**src/hdl/jsu_pkg.sv**
```systemverilog
// Shared types, constants and helper functions for the JSON string unescaper.
// Used by jsu_front, jsu_queue, jsu_back and json_string_unescape_top.
`timescale 1ns / 1ps

package jsu_pkg;

	typedef struct packed {
		logic [7:0] data_byte;
		logic       string_end;
	} in_item_t;

	typedef struct packed {
		logic [7:0] out_byte;
		logic       byte_valid;
		logic [2:0] error_code;
		logic       run_last;
		logic       string_done;
	} out_item_t;

	typedef enum logic [2:0] {
		ERR_NONE     = 3'd0,
		ERR_CTRL     = 3'd1,
		ERR_ESCAPE   = 3'd2,
		ERR_HEX      = 3'd3,
		ERR_CUT      = 3'd4,
		ERR_NO_LOW   = 3'd5,
		ERR_BAD_LOW  = 3'd6,
		ERR_LONE_LOW = 3'd7
	} err_t;

	localparam int MAX_RUN = 4;

	// All results caused by one input byte, as handed from front to back.
	typedef struct packed {
		logic [MAX_RUN-1:0][7:0] bytes;
		logic [2:0]              nbytes;   // number of results, 1 to 4
		logic                    data_ok;  // results carry data bytes
		err_t                    err;
		logic                    done;     // closes the string
	} run_t;

	localparam logic [7:0]  CH_BACKSLASH = 8'h5C;
	localparam logic [7:0]  CH_QUOTE     = 8'h22;
	localparam logic [7:0]  CH_SLASH     = 8'h2F;
	localparam logic [7:0]  CH_U         = 8'h75;
	localparam logic [7:0]  CTRL_LIMIT   = 8'h20;
	localparam logic [5:0]  HIGH_SURR    = 6'b110110;  // 0xD800 to 0xDBFF
	localparam logic [5:0]  LOW_SURR     = 6'b110111;  // 0xDC00 to 0xDFFF
	localparam logic [20:0] SUPP_BASE    = 21'h10000;

	// Returns {ok, value} for one ASCII hex digit.
	function automatic logic [4:0] hex_digit(input logic [7:0] c);
		logic [4:0] r;
		r = '0;
		if (c >= 8'h30 && c <= 8'h39) begin
			r = {1'b1, c[3:0]};
		end else if ((c >= 8'h61 && c <= 8'h66) || (c >= 8'h41 && c <= 8'h46)) begin
			r = {1'b1, c[3:0] + 4'd9};
		end
		return r;
	endfunction

	// UTF-8 encoding of one code point as a run of one to four bytes.
	function automatic run_t utf8_run(input logic [20:0] cp);
		run_t r;
		r = '0;
		r.data_ok = 1'b1;
		r.err = ERR_NONE;
		if (cp < 21'h80) begin
			r.nbytes = 3'd1;
			r.bytes[0] = cp[7:0];
		end else if (cp < 21'h800) begin
			r.nbytes = 3'd2;
			r.bytes[0] = {3'b110, cp[10:6]};
			r.bytes[1] = {2'b10, cp[5:0]};
		end else if (cp < SUPP_BASE) begin
			r.nbytes = 3'd3;
			r.bytes[0] = {4'b1110, cp[15:12]};
			r.bytes[1] = {2'b10, cp[11:6]};
			r.bytes[2] = {2'b10, cp[5:0]};
		end else begin
			r.nbytes = 3'd4;
			r.bytes[0] = {5'b11110, cp[20:18]};
			r.bytes[1] = {2'b10, cp[17:12]};
			r.bytes[2] = {2'b10, cp[11:6]};
			r.bytes[3] = {2'b10, cp[5:0]};
		end
		return r;
	endfunction

endpackage

```
**src/hdl/jsu_front.sv**
```systemverilog
// Front end: decodes one input byte per accepted request into a run of results, or none.
// Depends on jsu_pkg.
`timescale 1ns / 1ps

module jsu_front import jsu_pkg::*; (
	input  logic     clk,
	input  logic     arst_n,
	input  logic     take,      // an input request is accepted this cycle
	input  in_item_t item,
	output logic     push,
	output run_t     run
);

	typedef enum logic [2:0] {
		MODE_PLAIN   = 3'd0,
		MODE_ESC     = 3'd1,
		MODE_HEX1    = 3'd2,
		MODE_WANT_BS = 3'd3,
		MODE_WANT_U  = 3'd4,
		MODE_HEX2    = 3'd5,
		MODE_DRAIN   = 3'd6
	} mode_t;

	mode_t       mode_q, mode_d;
	logic [1:0]  cnt_q, cnt_d;
	logic [15:0] unit_q, unit_d;
	logic [9:0]  high_q, high_d;

	logic [7:0]  c;
	logic        last;
	logic [4:0]  hx;
	err_t        err;
	logic        emit_cp;
	logic [20:0] cp;
	logic        emit_lit;
	logic [7:0]  lit;

	assign c    = item.data_byte;
	assign last = item.string_end;
	assign hx   = hex_digit(c);

	always_comb begin
		mode_d   = mode_q;
		cnt_d    = cnt_q;
		unit_d   = unit_q;
		high_d   = high_q;
		err      = ERR_NONE;
		emit_cp  = 1'b0;
		cp       = '0;
		emit_lit = 1'b0;
		lit      = c;
		case (mode_q)
			MODE_PLAIN: begin
				if (c < CTRL_LIMIT) begin
					err = ERR_CTRL;
				end else if (c == CH_BACKSLASH) begin
					if (last) err = ERR_CUT;
					else mode_d = MODE_ESC;
				end else begin
					emit_lit = 1'b1;
				end
			end
			MODE_ESC: begin
				mode_d = MODE_PLAIN;
				case (c)
					CH_QUOTE, CH_BACKSLASH, CH_SLASH: emit_lit = 1'b1;
					8'h62: begin emit_lit = 1'b1; lit = 8'h08; end
					8'h66: begin emit_lit = 1'b1; lit = 8'h0C; end
					8'h6E: begin emit_lit = 1'b1; lit = 8'h0A; end
					8'h72: begin emit_lit = 1'b1; lit = 8'h0D; end
					8'h74: begin emit_lit = 1'b1; lit = 8'h09; end
					CH_U: begin
						if (last) begin
							err = ERR_CUT;
						end else begin
							mode_d = MODE_HEX1;
							cnt_d  = '0;
							unit_d = '0;
						end
					end
					default: err = ERR_ESCAPE;
				endcase
			end
			MODE_HEX1, MODE_HEX2: begin
				if (last && cnt_q != 2'd3) begin
					err = ERR_CUT;
				end else if (!hx[4]) begin
					err = ERR_HEX;
				end else begin
					unit_d = {unit_q[11:0], hx[3:0]};
					if (cnt_q != 2'd3) begin
						cnt_d = cnt_q + 2'd1;
					end else begin
						cnt_d = '0;
						if (mode_q == MODE_HEX1) begin
							if (unit_d[15:10] == HIGH_SURR) begin
								if (last) begin
									err = ERR_CUT;
								end else begin
									high_d = unit_d[9:0];
									mode_d = MODE_WANT_BS;
								end
							end else if (unit_d[15:10] == LOW_SURR) begin
								err = ERR_LONE_LOW;
							end else begin
								emit_cp = 1'b1;
								cp      = {5'b0, unit_d};
								mode_d  = MODE_PLAIN;
							end
						end else begin
							if (unit_d[15:10] != LOW_SURR) begin
								err = ERR_BAD_LOW;
							end else begin
								emit_cp = 1'b1;
								cp      = SUPP_BASE + {1'b0, high_q, unit_d[9:0]};
								mode_d  = MODE_PLAIN;
							end
						end
					end
				end
			end
			MODE_WANT_BS: begin
				if (last) err = ERR_CUT;
				else if (c != CH_BACKSLASH) err = ERR_NO_LOW;
				else mode_d = MODE_WANT_U;
			end
			MODE_WANT_U: begin
				if (last) begin
					err = ERR_CUT;
				end else if (c != CH_U) begin
					err = ERR_NO_LOW;
				end else begin
					mode_d = MODE_HEX2;
					cnt_d  = '0;
					unit_d = '0;
				end
			end
			default: ;
		endcase

		if (err != ERR_NONE) mode_d = MODE_DRAIN;
		if (last) begin
			mode_d = MODE_PLAIN;
			cnt_d  = '0;
			unit_d = '0;
			high_d = '0;
		end
	end

	// Data results and an error result never come from the same byte.
	always_comb begin
		run = '0;
		run.err = ERR_NONE;
		if (emit_cp) begin
			run = utf8_run(cp);
		end else if (emit_lit) begin
			run.nbytes   = 3'd1;
			run.data_ok  = 1'b1;
			run.bytes[0] = lit;
		end else begin
			run.nbytes = 3'd1;
			run.err    = err;
		end
		run.done = last;
	end

	assign push = take && (emit_cp || emit_lit || err != ERR_NONE || last);

	always_ff @(posedge clk or negedge arst_n) begin
		if (!arst_n) begin
			mode_q <= MODE_PLAIN;
			cnt_q  <= '0;
			unit_q <= '0;
			high_q <= '0;
		end else if (take) begin
			mode_q <= mode_d;
			cnt_q  <= cnt_d;
			unit_q <= unit_d;
			high_q <= high_d;
		end
	end

endmodule

```
**src/hdl/jsu_queue.sv**
```systemverilog
// Small FIFO of decoded runs between the front and back ends.
// Depends on jsu_pkg.
`timescale 1ns / 1ps

module jsu_queue import jsu_pkg::*; #(
	parameter int DEPTH = 4
) (
	input  logic clk,
	input  logic arst_n,
	input  logic push,
	input  run_t wr_run,
	output logic not_full,
	input  logic pop,
	output logic not_empty,
	output run_t rd_run
);

	localparam int PW = $clog2(DEPTH);
	localparam int CW = $clog2(DEPTH + 1);

	run_t          mem_q [DEPTH];
	logic [PW-1:0] wr_ptr_q;
	logic [PW-1:0] rd_ptr_q;
	logic [CW-1:0] count_q;

	assign not_full  = count_q != CW'(DEPTH);
	assign not_empty = count_q != '0;
	assign rd_run    = mem_q[rd_ptr_q];

	always_ff @(posedge clk) begin
		if (push) mem_q[wr_ptr_q] <= wr_run;
	end

	always_ff @(posedge clk or negedge arst_n) begin
		if (!arst_n) begin
			wr_ptr_q <= '0;
			rd_ptr_q <= '0;
			count_q  <= '0;
		end else begin
			if (push) begin
				wr_ptr_q <= (wr_ptr_q == PW'(DEPTH - 1)) ? '0 : wr_ptr_q + PW'(1);
			end
			if (pop) begin
				rd_ptr_q <= (rd_ptr_q == PW'(DEPTH - 1)) ? '0 : rd_ptr_q + PW'(1);
			end
			if (push && !pop) count_q <= count_q + CW'(1);
			else if (pop && !push) count_q <= count_q - CW'(1);
		end
	end

endmodule

```
**src/hdl/jsu_back.sv**
```systemverilog
// Back end: holds one run and hands out its results one per cycle while result_ready is high.
// Depends on jsu_pkg.
`timescale 1ns / 1ps

module jsu_back import jsu_pkg::*; (
	input  logic      clk,
	input  logic      arst_n,
	input  logic      q_valid,
	input  run_t      q_run,
	output logic      q_pop,
	output logic      result_valid,
	input  logic      result_ready,
	output out_item_t result
);

	run_t       cur_q;
	logic       cur_valid_q;
	logic [1:0] idx_q;
	logic       last_entry;
	logic       fire;

	assign last_entry = ({1'b0, idx_q} + 3'd1) == cur_q.nbytes;
	assign fire       = cur_valid_q && result_ready;
	assign q_pop      = q_valid && (!cur_valid_q || (fire && last_entry));

	assign result_valid       = cur_valid_q;
	assign result.out_byte    = cur_q.data_ok ? cur_q.bytes[idx_q] : 8'h00;
	assign result.byte_valid  = cur_q.data_ok;
	assign result.error_code  = cur_q.err;
	assign result.run_last    = last_entry;
	assign result.string_done = last_entry && cur_q.done;

	always_ff @(posedge clk) begin
		if (q_pop) cur_q <= q_run;
	end

	always_ff @(posedge clk or negedge arst_n) begin
		if (!arst_n) begin
			cur_valid_q <= 1'b0;
			idx_q       <= '0;
		end else if (q_pop) begin
			cur_valid_q <= 1'b1;
			idx_q       <= '0;
		end else if (fire) begin
			if (last_entry) cur_valid_q <= 1'b0;
			else idx_q <= idx_q + 2'd1;
		end
	end

endmodule

```
**src/hdl/json_string_unescape_top.sv**
```systemverilog
// Top level of the JSON string unescaper: front decoder, run queue, result sequencer.
// Depends on jsu_pkg, jsu_front, jsu_queue and jsu_back.
//
//   channel  direction  handshake                     payload
//   item     in         item_valid / item_ready       in_item_t  (data_byte, string_end)
//   result   out        result_valid / result_ready   out_item_t (out_byte ... string_done)
//
// An input byte is decoded in the cycle it is accepted; its run passes through the
// run queue into the back end, whose results leave one per cycle while result_ready
// is high. Throughput is one input byte per cycle while each byte gives at most one
// result and result_ready is high; a byte with k results (1 to 4) holds the back end.
// The input stalls only when the run queue of QUEUE_DEPTH entries is full.
// Reset returns the decoder to plain text and empties the queue and back end.
`timescale 1ns / 1ps

module json_string_unescape_top import jsu_pkg::*; #(
	parameter int QUEUE_DEPTH = 4
) (
	input  logic      clk,
	input  logic      arst_n,
	input  logic      item_valid,
	output logic      item_ready,
	input  in_item_t  item,
	output logic      result_valid,
	input  logic      result_ready,
	output out_item_t result
);

	logic take;
	logic push;
	run_t wr_run;
	logic q_valid;
	logic q_pop;
	run_t q_run;

	assign take = item_valid && item_ready;

	jsu_front u_front (
		.clk    (clk),
		.arst_n (arst_n),
		.take   (take),
		.item   (item),
		.push   (push),
		.run    (wr_run)
	);

	jsu_queue #(
		.DEPTH (QUEUE_DEPTH)
	) u_queue (
		.clk       (clk),
		.arst_n    (arst_n),
		.push      (push),
		.wr_run    (wr_run),
		.not_full  (item_ready),
		.pop       (q_pop),
		.not_empty (q_valid),
		.rd_run    (q_run)
	);

	jsu_back u_back (
		.clk          (clk),
		.arst_n       (arst_n),
		.q_valid      (q_valid),
		.q_run        (q_run),
		.q_pop        (q_pop),
		.result_valid (result_valid),
		.result_ready (result_ready),
		.result       (result)
	);

	// A result that closes a string is always the last one of its request.
	a_done_is_last: assert property (@(posedge clk) disable iff (!arst_n)
		result_valid && result.string_done |-> result.run_last)
		else $error("string_done without run_last");

	// Error and empty results stand alone in their run.
	a_nodata_alone: assert property (@(posedge clk) disable iff (!arst_n)
		result_valid && !result.byte_valid |-> result.run_last)
		else $error("non-data result not last in run");

	a_err_no_data: assert property (@(posedge clk) disable iff (!arst_n)
		result_valid && result.error_code != ERR_NONE
			|-> !result.byte_valid && result.out_byte == 8'h00)
		else $error("error result carries data");

	// A run enters the back end only when the previous one is finished.
	a_pop_when_free: assert property (@(posedge clk) disable iff (!arst_n)
		result_valid && !result_ready |-> !q_pop)
		else $error("run replaced while a result is stalled");

endmodule
```
**config.mk**
```make
export PLATFORM = sky130hd
export DESIGN_NAME = json_string_unescape_top
export DESIGN_NICKNAME = d
export VERILOG_FILES = /design/src/hdl/jsu_pkg.sv /design/src/hdl/jsu_front.sv /design/src/hdl/jsu_queue.sv /design/src/hdl/jsu_back.sv /design/src/hdl/json_string_unescape_top.sv
export SDC_FILE = /design/constraint.sdc
export NUM_CORES = 1
export LEC_CHECK = 0
export BUFFER_PORTS_ARGS = -buffer_cell sky130_fd_sc_hd__buf_2
export CORE_ASPECT_RATIO = 0.5
export CORE_MARGIN = 10
export CORE_UTILIZATION = 35
export DETAILED_ROUTE_END_ITERATION = 6
export GPL_ROUTABILITY_DRIVEN = 0
export GPL_TIMING_DRIVEN = 0
export PLACE_DENSITY = 0.46
export SETUP_SLACK_MARGIN = 0.15
export SLEW_MARGIN = 20
export SYNTH_ARGS = -nofsm -noshare
export SYNTH_HDL_FRONTEND = slang
export SYNTH_HIERARCHICAL = 1
export SYNTH_SLANG_ARGS = --single-unit
```
**constraint.sdc**
```tcl
create_clock -name clk -period 4.1 [get_ports clk]
set_clock_uncertainty 0.15 [all_clocks]
set_input_delay 0.82 -clock clk [delete_from_list [all_inputs] [get_ports clk]]
set_output_delay 0.82 -clock clk [all_outputs]
set_load 0.03 [all_outputs]
```
==> run metrics, run 1 <==
total iterations of the first detailed-routing run 7; largest net degree at the start of global routing 44; Synth area leaders edfxtp_1 55%, mux4_2 9.1%, dfrtp_1 8.5%; DRC violation count after routing 0; number of synthesized flops with an enable pin 200; post-synth top area cell edfxtp_1; Die Y 145 µm; Adder-Cell Fraction of Synth Area 1.80%; Tmin final 3.80 ns; CTS tree yes; cts bufs inserted 24; Initial Utilization 35.7%; Synth top area share 55.3%; die width 269 µm; Via-to-Cell Ratio 5.25; fin crit share 92.6%; Core Box Area 30500 µm²; IO Count 29; Max Root-Sink Buffers 3; Skew-Pair Late Insertion Delay 0.53 ns; fraction of layout cells with a size suffix above 1 23.8%; CTS sink count 237; growth of design area from synthesis to finish 15.1%; Hold Vio Cnt, Final 0; status finished, final reports clean; CTS H-tree lvls 1; WP data arrival 4.05 ns; Global Route Usage Sum 13.3%; Hold Buf Count CTS 0; routed len/inst 21.0 µm; Worst R2R Path Depth 13; Relative slew margins 37.4%; synthesized flop and latch total 237; XOR/XNOR Fraction of Synth Area 0.645%; critical path fanouts, max 9; Max Cap Viol 0; die area 38900 µm²; Worst Setup End Kind register; Critical Path RT 4.36 ns; Min-Delay Path Class in2async; global-route wire length before repair 39.7 mm; r2r endpoint u_queue/count_q[2]; FMAX 263 MHz; startpoint of the worst register-to-register path u_front/cnt_q[0]; Pins Over Slew Limit 0; largest family of logic cells by synthesized area multiplexers; final hold slack 0.251 ns; number of port buffers 23; Peak VDD IR 0.329 mV; ys async rst share 15.6%; register area share after synthesis 63.8%; Synth Area in Simple Gates 9.58%; R2R Setup Slk 0.48 ns; initial antenna violation count 0; # fillers 2786; RSZ-0062 raised after global routing no; row cnt 45; dpl hpwl 17.2 mm; Post-Syn Area 10900 µm²; final setup violation count 0; ys flop type edfxtp_1; final wirelength 25.9 mm; post-synthesis compound-gate area fraction 9.06%; Routed Antenna Nets 0; vias post-DR 6479; Netlist cell types 86; post-synthesis instance total 732; vias in the first global route 6512; initial drt markers 609; Leakage 4.26 nW; kind of critical path in2reg; Least-Margin Pin Slew 0.938 ns; gr ovfl total 0; clock edge transition at the registers on the reported setup and hold paths 0.06 ns; setup tns final 0 ns; mux cell area share after synthesis 10.9%; kind of start point of the critical path input pin; synth warn 6; # nets final 820; PD cells 665 nW/µm²; clk root buf clkbuf_16; Syn Area/Cell 14.8 µm²
## per-layer routing
metal  part of all wire [%]  track usage (%)  routed length [µm]  vias to the layer above
met5                      0                0                   0                        -
met4                    1.9             2.66                 501                        0
met3                    4.3             2.46                1120                       34
met2                     45             21.1               11500                      152
met1                     49             18.9               12700                     3330
li1                       -                -                   -                     2963
## cells in the final DEF, fill, tap and decap left out, types with 6 or more instances in the layout
cell	synthesis	layout
nand3_1	12	12
inv_1	23	23
nor3_1	9	7
clkbuf_1	16	16
ha_1	14	13
clkbuf_16	0	26
nor4_1	9	8
a31oi_1	6	6
and2_1	18	14
dfrtp_1	37	37
o21ai_0	38	38
buf_2	13	35
nand4_1	6	6
clkinv_2	0	6
o31ai_1	12	12
nand2_1	69	68
mux4_2	44	44
buf_4	11	21
nor2_1	37	37
edfxtp_1	200	200
a21oi_1	18	18
buf_6	6	6
## registers in the layout, summed over array words and instances, names as in the netlist
signal,cells
u_back/idx_q,2
u_back/cur_q,36
u_queue/wr_ptr_q,2
u_back/result,4
u_back/result_valid,1
u_front/high_q,10
u_front/cnt_q,2
u_queue/mem_q,160
u_front/mode_q,3
u_front/unit_q,12
u_queue/count_q,3
u_queue/rd_ptr_q,2
## critical path, cell delays in order
cell and delay [ns]:
buf_4 0.16, or3b_4 0.43, a2111oi_4 0.37, or2_1 0.17, buf_6 0.14, a211oi_4 0.06
nor4_4 0.37, nand3_2 0.15, o31a_1 0.39, ha_2 0.23, inv_1 0.06, fa_1 0.41
mux2_2 0.28
## area by class of cell
type	count	area (µm²)	area share [%]
diodes	1	2.50	0.0200
plain buffers	52	368	2.94
clock buffers	28	668	5.34
clock inverters	16	155	1.24
inverters	25	93.8	0.750
multi-input cells	420	3580	28.6
flip-flops and latches	237	6930	55.4
well taps	423	529	4.23
repair buffers	32	183	1.46
## worst max path at each step
stage / from / to
6_report: item[7] / u_queue/count_q[1]
3_3_place_gp: item[1] / u_queue/mem_q[1][20]
5_1_grt: u_front/unit_q[7] / u_queue/count_q[2]
2_1_floorplan: item[8] / u_queue/count_q[1]
4_1_cts: item[4] / u_queue/count_q[1]
3_5_place_dp: item[1] / u_queue/count_q[1]
## kinds of logic (layout without fill, tap and decap cells)
| kind of cell | after synthesis | count (layout) |
|---|---|---|
| AOI/OAI and AO/OA | 135 | 135 |
| xor gates and xnor gates | 8 | 8 |
| adders and majority gates | 15 | 15 |
| buffers and inverters | 77 | 153 |
| DFF | 237 | 237 |
| muxes | 56 | 56 |
| other | 1 | 4 |
| and+or+nand+nor | 203 | 203 |
## synth_stat cells, types with 6 or more instances
master,n
o21ai_0,38
nand2_1,69
buf_6,6
and2_1,18
a21oi_1,18
nand3_1,12
nor3_1,9
nor4_1,9
nand4_1,6
buf_4,11
ha_1,14
o31ai_1,12
clkbuf_1,16
nor2_1,37
dfrtp_1,37
a31oi_1,6
edfxtp_1,200
mux4_2,44
inv_1,23
buf_2,13
## power by group
group	switching, W	internal [W]	total [W]
logic	0.00149	0.00111	0.00260
clock network	0.000944	0.00130	0.00225
registers	0.000163	0.00331	0.00347
total	0.00260	0.00572	0.00832
## through the flow
step                setup WS, ns  instance area (µm²)  instances  util, %  power [W]
CTS                        0.184                12400       1226     40.7    0.00837
global placement          -0.913                11500       1180     37.8    0.00603
floorplan                  0.162                10900        734        -    0.00529
global route               0.171                12500       1233     41.1    0.00878
finish                     0.305                12500       1234     41.1    0.00832
detailed placement        -0.709                11500       1180     37.9    0.00607
## timing repair
item | CTS | global route
resized for setup | 6 | 8
buffers inserted | 2 | 7
pin swaps | 1 | 6
setup endpoints to repair | 162 | 162
Power figures use the tool's default switching activity.
==> run 2, diff against run 1 <==
--- a/config.mk
+++ b/config.mk
@@ -13,6 +13,7 @@
 export GPL_ROUTABILITY_DRIVEN = 0
 export GPL_TIMING_DRIVEN = 0
 export PLACE_DENSITY = 0.46
+export RECOVER_POWER = 50
 export SETUP_SLACK_MARGIN = 0.15
 export SLEW_MARGIN = 20
 export SYNTH_ARGS = -nofsm -noshare
==> run metrics, run 2 (synthesis gave the netlist of run 1 again) <==
PD cells 661 nW/µm² (-0.54%); Hold Vio Cnt, Final 0 (unchanged); number of port buffers 23 (unchanged); combinational fraction of design power 30.0% (-1.2 points); Flop pwr share 42.4% (+0.7 points); Pins Over Slew Limit 49 (+49); growth of design area from synthesis to finish 13.7%; initial antenna violation count 0 (unchanged); final core occ 40.6% (-0.50 points); Sw Share 31.5% (+0.33 points); most flop-heavy register u_queue/mem_q; kind of critical path in2reg; initial drt markers 620 (+1.8%); Critical Path RT 4.36 ns (about the same); RSZ-0062 raised after global routing no; status complete, but fails checks; area of placed instances 11500 µm² (unchanged); Max Root-Sink Buffers 3 (unchanged); Peak VDD IR 0.330 mV (+0.35%); vias in the first global route 6512 (unchanged); cell area after layout 12400 µm² (-1.2%); Routed Antenna Nets 0 (unchanged); CTS H-tree lvls 1 (unchanged); R2R Setup Slk 0.38 ns (-0.10 ns); vias post-DR 6465 (-0.22%); internal power 0.00559 W (-2.2%); cts bufs inserted 24 (unchanged); Relative slew margins -48.1% (-85 points); Die Y 145 µm (unchanged); gr ovfl total 0 (unchanged); Max stage delay cell, worst path nor3_1; DRC violation count after routing 0 (unchanged); final wirelength 25.9 mm (about the same); Skew-Pair Late Insertion Delay 0.53 ns (about the same); Largest register FFs 160 (unchanged); Worst path max stage delay 0.60 ns (+0.17 ns); final setup violation count 0 (unchanged); fraction of layout cells with a size suffix above 1 19.6% (-4.2 points); kind of start point of the critical path input pin; Via-to-Cell Ratio 5.24 (-0.22%); Buf/Inv on CP 2 (-1); Global Route Usage Sum 13.3% (unchanged); clock edge transition at the registers on the reported setup and hold paths 0.06 ns (about the same); die area 38900 µm² (unchanged); Max Cap Viol 2 (+2); critical path fanouts, max 9 (unchanged); CTS tree yes; CTS sink count 237 (unchanged); commonest non-fill, non-tap cells in the layout 200 x edfxtp_1, 68 x nand2_1, 46 x clkbuf_1, 44 x mux4_2, 39 x o21ai_0; clk root buf clkbuf_16; violated checks capacitance limit, slew limit; Min-Delay Path Class reg2reg; Leakage 4.13 nW (-3.0%); commonest non-fill, non-tap cell in the layout edfxtp_1; fin crit share 95.3% (+2.7 points); Tmin final 3.91 ns (+0.112 ns); worst-path cell chain buf_4 -> or3b_4 -> nor3_1 -> or2_2 -> a21oi_1 -> nor4_4 -> nand3_1 -> o31a_1 -> ha_2 -> inv_1 -> fa_1 -> mux2_2; # nets final 820 (unchanged); Hold Buf Count CTS 0 (unchanged); IO Count 29 (unchanged); FMAX 256 MHz (-2.9%); largest net degree at the start of global routing 44 (unchanged); Sw Pwr 0.00258 W (-0.72%); global-route wire length before repair 39.7 mm (unchanged); die width 269 µm (unchanged); row cnt 45 (unchanged); Least-Margin Pin Slew 2.22 ns (+1.28 ns); Initial Utilization 35.7% (unchanged); Top Registers u_queue/mem_q x160, u_back/cur_q x36, u_front/unit_q x12; dpl hpwl 17.2 mm (unchanged); Core Box Area 30500 µm² (unchanged); clock share of power 27.6% (+0.6 points); WP data arrival 4.16 ns (+0.11 ns); routed len/inst 21.0 µm (about the same); Worst Setup End Kind register; total iterations of the first detailed-routing run 5 (-2); CP top delay family simple AND/OR/NAND/NOR gates
## run 2: power by group through the flow
| stage | Combinational [W] | Sequential, W | Clock, W |
|---|---|---|---|
| 2_1_floorplan | 0.00184 | 0.00346 | 0 |
| 3_3_place_gp | 0.00252 | 0.00351 | 0 |
| 3_5_place_dp | 0.00254 | 0.00353 | 0 |
| 4_1_cts | 0.00257 | 0.00348 | 0.00232 |
| 5_1_grt | 0.00269 | 0.00352 | 0.00242 |
| 6_report | 0.00245 | 0.00347 | 0.00225 |
## run 2: area by class of cell
type                       instances  area [µm²]
multi-input combinational        420        3540
timing repair buffer              32         151
sequential                       237        6930
inverter                          25        93.8
antenna                            1        2.50
fill                            2818       18100
clock buffer                      28         668
clock inverter                    16         155
tap                              423         529
buffer                            52         278
## run 2: final timing paths
kind,endpoint,cells past startpoint,start
setup reg to reg,u_queue/mem_q[1][28],9,u_front/cnt_q[0]
min in group asynchronous,u_back/result_valid,1,arst_n
hold / removal,u_front/cnt_q[1],2,u_front/cnt_q[1]
setup / recovery,u_queue/count_q[1],12,item[7]
max in group asynchronous,u_front/mode_q[1],1,arst_n
hold reg to reg,u_front/cnt_q[1],2,u_front/cnt_q[1]
## run 2: per-layer routing
metal  track usage (%)  vias up  share of wire [%]
met4              2.66        0                1.9
met3              2.46       32                4.2
li1                  -     2963                  -
met1              18.9     3307                 49
met2              21.1      163                 45
met5                 0        -                  0
## run 2: metrics by stage
step / worst slack, ns / hold slack (ns) / TNS [ns] / power, W / std cells
3_5_place_dp: -0.709 / 0.326 / -87.80 / 0.00607 / 1180
4_1_cts: 0.184 / 0.270 / 0 / 0.00837 / 1226
3_3_place_gp: -0.913 / 0.320 / -144.60 / 0.00603 / 1180
5_1_grt: 0.108 / 0.361 / 0 / 0.00863 / 1233
6_report: 0.193 / 0.340 / 0 / 0.00817 / 1234
2_1_floorplan: 0.162 / 0.300 / 0 / 0.00529 / 734
## run 2: what timing repair did
action | CTS | global route
pin swaps | 1 | 6
gates cloned | 0 | 0
setup endpoints to repair | 162 | 162
gates resized for setup | 6 | 8
setup buffers | 2 | 7
## run 2: tightest hold or removal path: stages, from the launching register on
cell,delay (ns)
dfrtp_1,0.34
nand2_1,0.05
o21ai_0,0.06
==> run 3, diff against run 2 <==
--- a/config.mk
+++ b/config.mk
@@ -5,14 +5,14 @@
 export SDC_FILE = /design/constraint.sdc
 export NUM_CORES = 1
 export LEC_CHECK = 0
-export BUFFER_PORTS_ARGS = -buffer_cell sky130_fd_sc_hd__buf_2
-export CORE_ASPECT_RATIO = 0.5
+export CORE_ASPECT_RATIO = 0.6
 export CORE_MARGIN = 10
 export CORE_UTILIZATION = 35
 export DETAILED_ROUTE_END_ITERATION = 6
+export DONT_BUFFER_PORTS = 1
 export GPL_ROUTABILITY_DRIVEN = 0
 export GPL_TIMING_DRIVEN = 0
-export PLACE_DENSITY = 0.46
+export PLACE_DENSITY = 0.45
 export RECOVER_POWER = 50
 export SETUP_SLACK_MARGIN = 0.15
 export SLEW_MARGIN = 20
==> run metrics, run 3 (synthesis gave the netlist of run 1 again) <==
worst-path cell chain buf_2 -> or3b_1 -> a2111oi_4 -> or2_0 -> buf_6 -> a211oi_2 -> nor4_4 -> nand3_2 -> o31a_1 -> ha_2 -> inv_1 -> fa_1 -> mux2_2; routed len/inst 23.1 µm (+10%); Largest register FFs 160 (unchanged); Max Cap Viol 1 (-1); Placed Instances 1142 (-3.2%); final setup violation count 0 (unchanged); cts bufs inserted 24 (unchanged); Min-Delay Path Class in2reg; hold_sp result_ready; Max Root-Sink Buffers 3 (unchanged); Leakage 4.06 nW (-1.7%); critical path fanouts, max 9 (unchanged); global-route wire length before repair 41.8 mm (+5.3%); Max stage delay cell, worst path or3b_1; clk root buf clkbuf_16; vias in the first global route 6518 (+0.092%); total iterations of the first detailed-routing run 4 (-1); number of port buffers 0 (-100%); area of placed instances 11400 µm² (-1.1%); CTS tree yes; RSZ-0062 raised after global routing no; # fillers 2813 (-0.18%); worst hold path depth 1 (-1); dpl hpwl 18.7 mm (+8.7%); Tmin final 3.84 ns (-0.0657 ns); # nets final 797 (-2.8%); status complete, but fails checks; die width 247 µm (-8.1%); WHS Endpoint u_back/result_valid; die area 38700 µm² (-0.51%); CP top delay family simple AND/OR/NAND/NOR gates; startpoint of the worst register-to-register path u_front/cnt_q[0]; Via-to-Cell Ratio 5.52 (+5.3%); kind of critical path in2reg; WP depth 13 (+1); Worst R2R Path Depth 10 (+1); IO Count 29 (unchanged); CTS H-tree lvls 1 (unchanged); DRC violation count after routing 0 (unchanged); internal power 0.00556 W (-0.52%); fin crit share 93.7% (-1.6 points); Critical Path RT 4.37 ns (about the same); r2r endpoint u_queue/mem_q[1][17]; area occupied by multi-input gates 3550 µm² (+0.25%); Die Y 156 µm (+8.2%); Least-Margin Pin Slew 2.43 ns (+0.207 ns); clock edge transition at the registers on the reported setup and hold paths 0.06 ns (about the same); final wirelength 27.6 mm (+6.8%); Flop pwr share 42.8% (+0.4 points); Worst Setup End Kind register; WP data arrival 4.11 ns (-0.05 ns); growth of design area from synthesis to finish 12.3%; Routed Antenna Nets 0 (unchanged); vias post-DR 6585 (+1.9%); CTS sink count 237 (unchanged); cell area after layout 12200 µm² (-1.2%); R2R Setup Slk 0.35 ns (-0.03 ns); Buf/Inv on CP 3 (+1); commonest non-fill, non-tap cell in the layout edfxtp_1; fraction of layout cells with a size suffix above 1 17.9% (-1.7 points); gr ovfl total 0 (unchanged); initial drt markers 523 (-16%); Hold Vio Cnt, Final 0 (unchanged); violated checks capacitance limit, slew limit; PD cells 667 nW/µm² (+0.80%); initial antenna violation count 1 (+1); FMAX 260 MHz (+1.7%); register area 6930 µm² (unchanged); commonest non-fill, non-tap cells in the layout 200 x edfxtp_1, 69 x nand2_1, 44 x mux4_2, 39 x clkbuf_1, 39 x o21ai_0; Sw Share 31.6% (+0.076 points); most flop-heavy register u_queue/mem_q; combinational fraction of design power 29.7% (-0.3 points); Relative slew margins -61.8% (-14 points); Skew-Pair Late Insertion Delay 0.53 ns (about the same); Global Route Usage Sum 14.2% (+0.92 points); Final Non-Filler Cells 1194 (-3.2%); Ant. Diodes 0 (-1); Worst path max stage delay 0.47 ns (-0.13 ns); Pins Over Slew Limit 38 (-22%); Initial Utilization 35.9% (+0.20 points); row cnt 49 (+8.9%); Sw Pwr 0.00257 W (-0.17%); Peak VDD IR 0.286 mV (-13%); clock share of power 27.5% (about the same); largest net degree at the start of global routing 44 (unchanged); Core Box Area 30300 µm² (-0.57%); kind of start point of the critical path input pin; Top Registers u_queue/mem_q x160, u_back/cur_q x36, u_front/unit_q x12
==> run 3: cell count changes in the layout (fill, tap and decap cells not counted), moves of 7 or more <==
cell / previous run / this run
and2_1: 12 / 4
clkbuf_1: 46 / 39
and2_0: 2 / 11
buf_2: 17 / 9
buf_4: 13 / 6
==> run 3: cell type report <==
class | count | share of cell area, %
timing repair buffer | 9 | 0.482
clock buffer | 28 | 5.04
multi-input combinational | 420 | 29.1
clock inverter | 15 | 1.51
tap | 408 | 4.18
inverter | 25 | 0.769
sequential | 237 | 56.8
buffer | 52 | 2.11
==> run 3: routing by layer <==
layer | vias to the layer above | GRT usage [%] | part of all wire, %
met2 | 197 | 20.5 | 43
met1 | 3438 | 21.7 | 50
li1 | 2913 | - | -
met3 | 37 | 2.62 | 5.2
met5 | - | 0 | 0
met4 | 0 | 3.04 | 1.6
==> run 3: worst max-delay path by stage <==
stage / slack [ns] / startpoint / to
2_1_floorplan: 0.16 / item[8] / u_queue/count_q[1]
4_1_cts: 0.19 / item[3] / u_queue/count_q[2]
5_1_grt: 0.12 / item[8] / u_queue/count_q[1]
3_5_place_dp: -0.59 / item[3] / u_queue/count_q[2]
6_report: 0.26 / item[8] / u_queue/count_q[1]
3_3_place_gp: -0.88 / item[1] / u_queue/mem_q[3][25]
==> run 3: power by group through the flow <==
stage	sequential, W	clock [W]	combinational [W]
global placement	0.00352	0	0.00242
floorplan	0.00346	0	0.00184
finish	0.00348	0.00223	0.00242
CTS	0.00349	0.00231	0.00255
detailed placement	0.00354	0	0.00251
global route	0.00354	0.00242	0.00263
==> run 3: what timing repair did <==
item	CTS	global route
hold buffers	2	0
buffers inserted	1	6
gates resized for setup	5	9
setup endpoints to repair	162	166
pin swaps	1	5
hold endpoints to repair	37	0
==> run 3: stage by stage <==
step	hold slack (ns)	utilization (%)	setup slack [ns]	TNS, ns	power [W]
2_1_floorplan	0.300	-	0.162	0	0.00529
6_report	0.229	40.3	0.259	0	0.00814
3_5_place_dp	0.331	37.7	-0.588	-82.36	0.00605
3_3_place_gp	0.321	37.6	-0.882	-139.78	0.00594
4_1_cts	0.202	40.6	0.190	0	0.00834
5_1_grt	0.211	40.3	0.123	0	0.00859
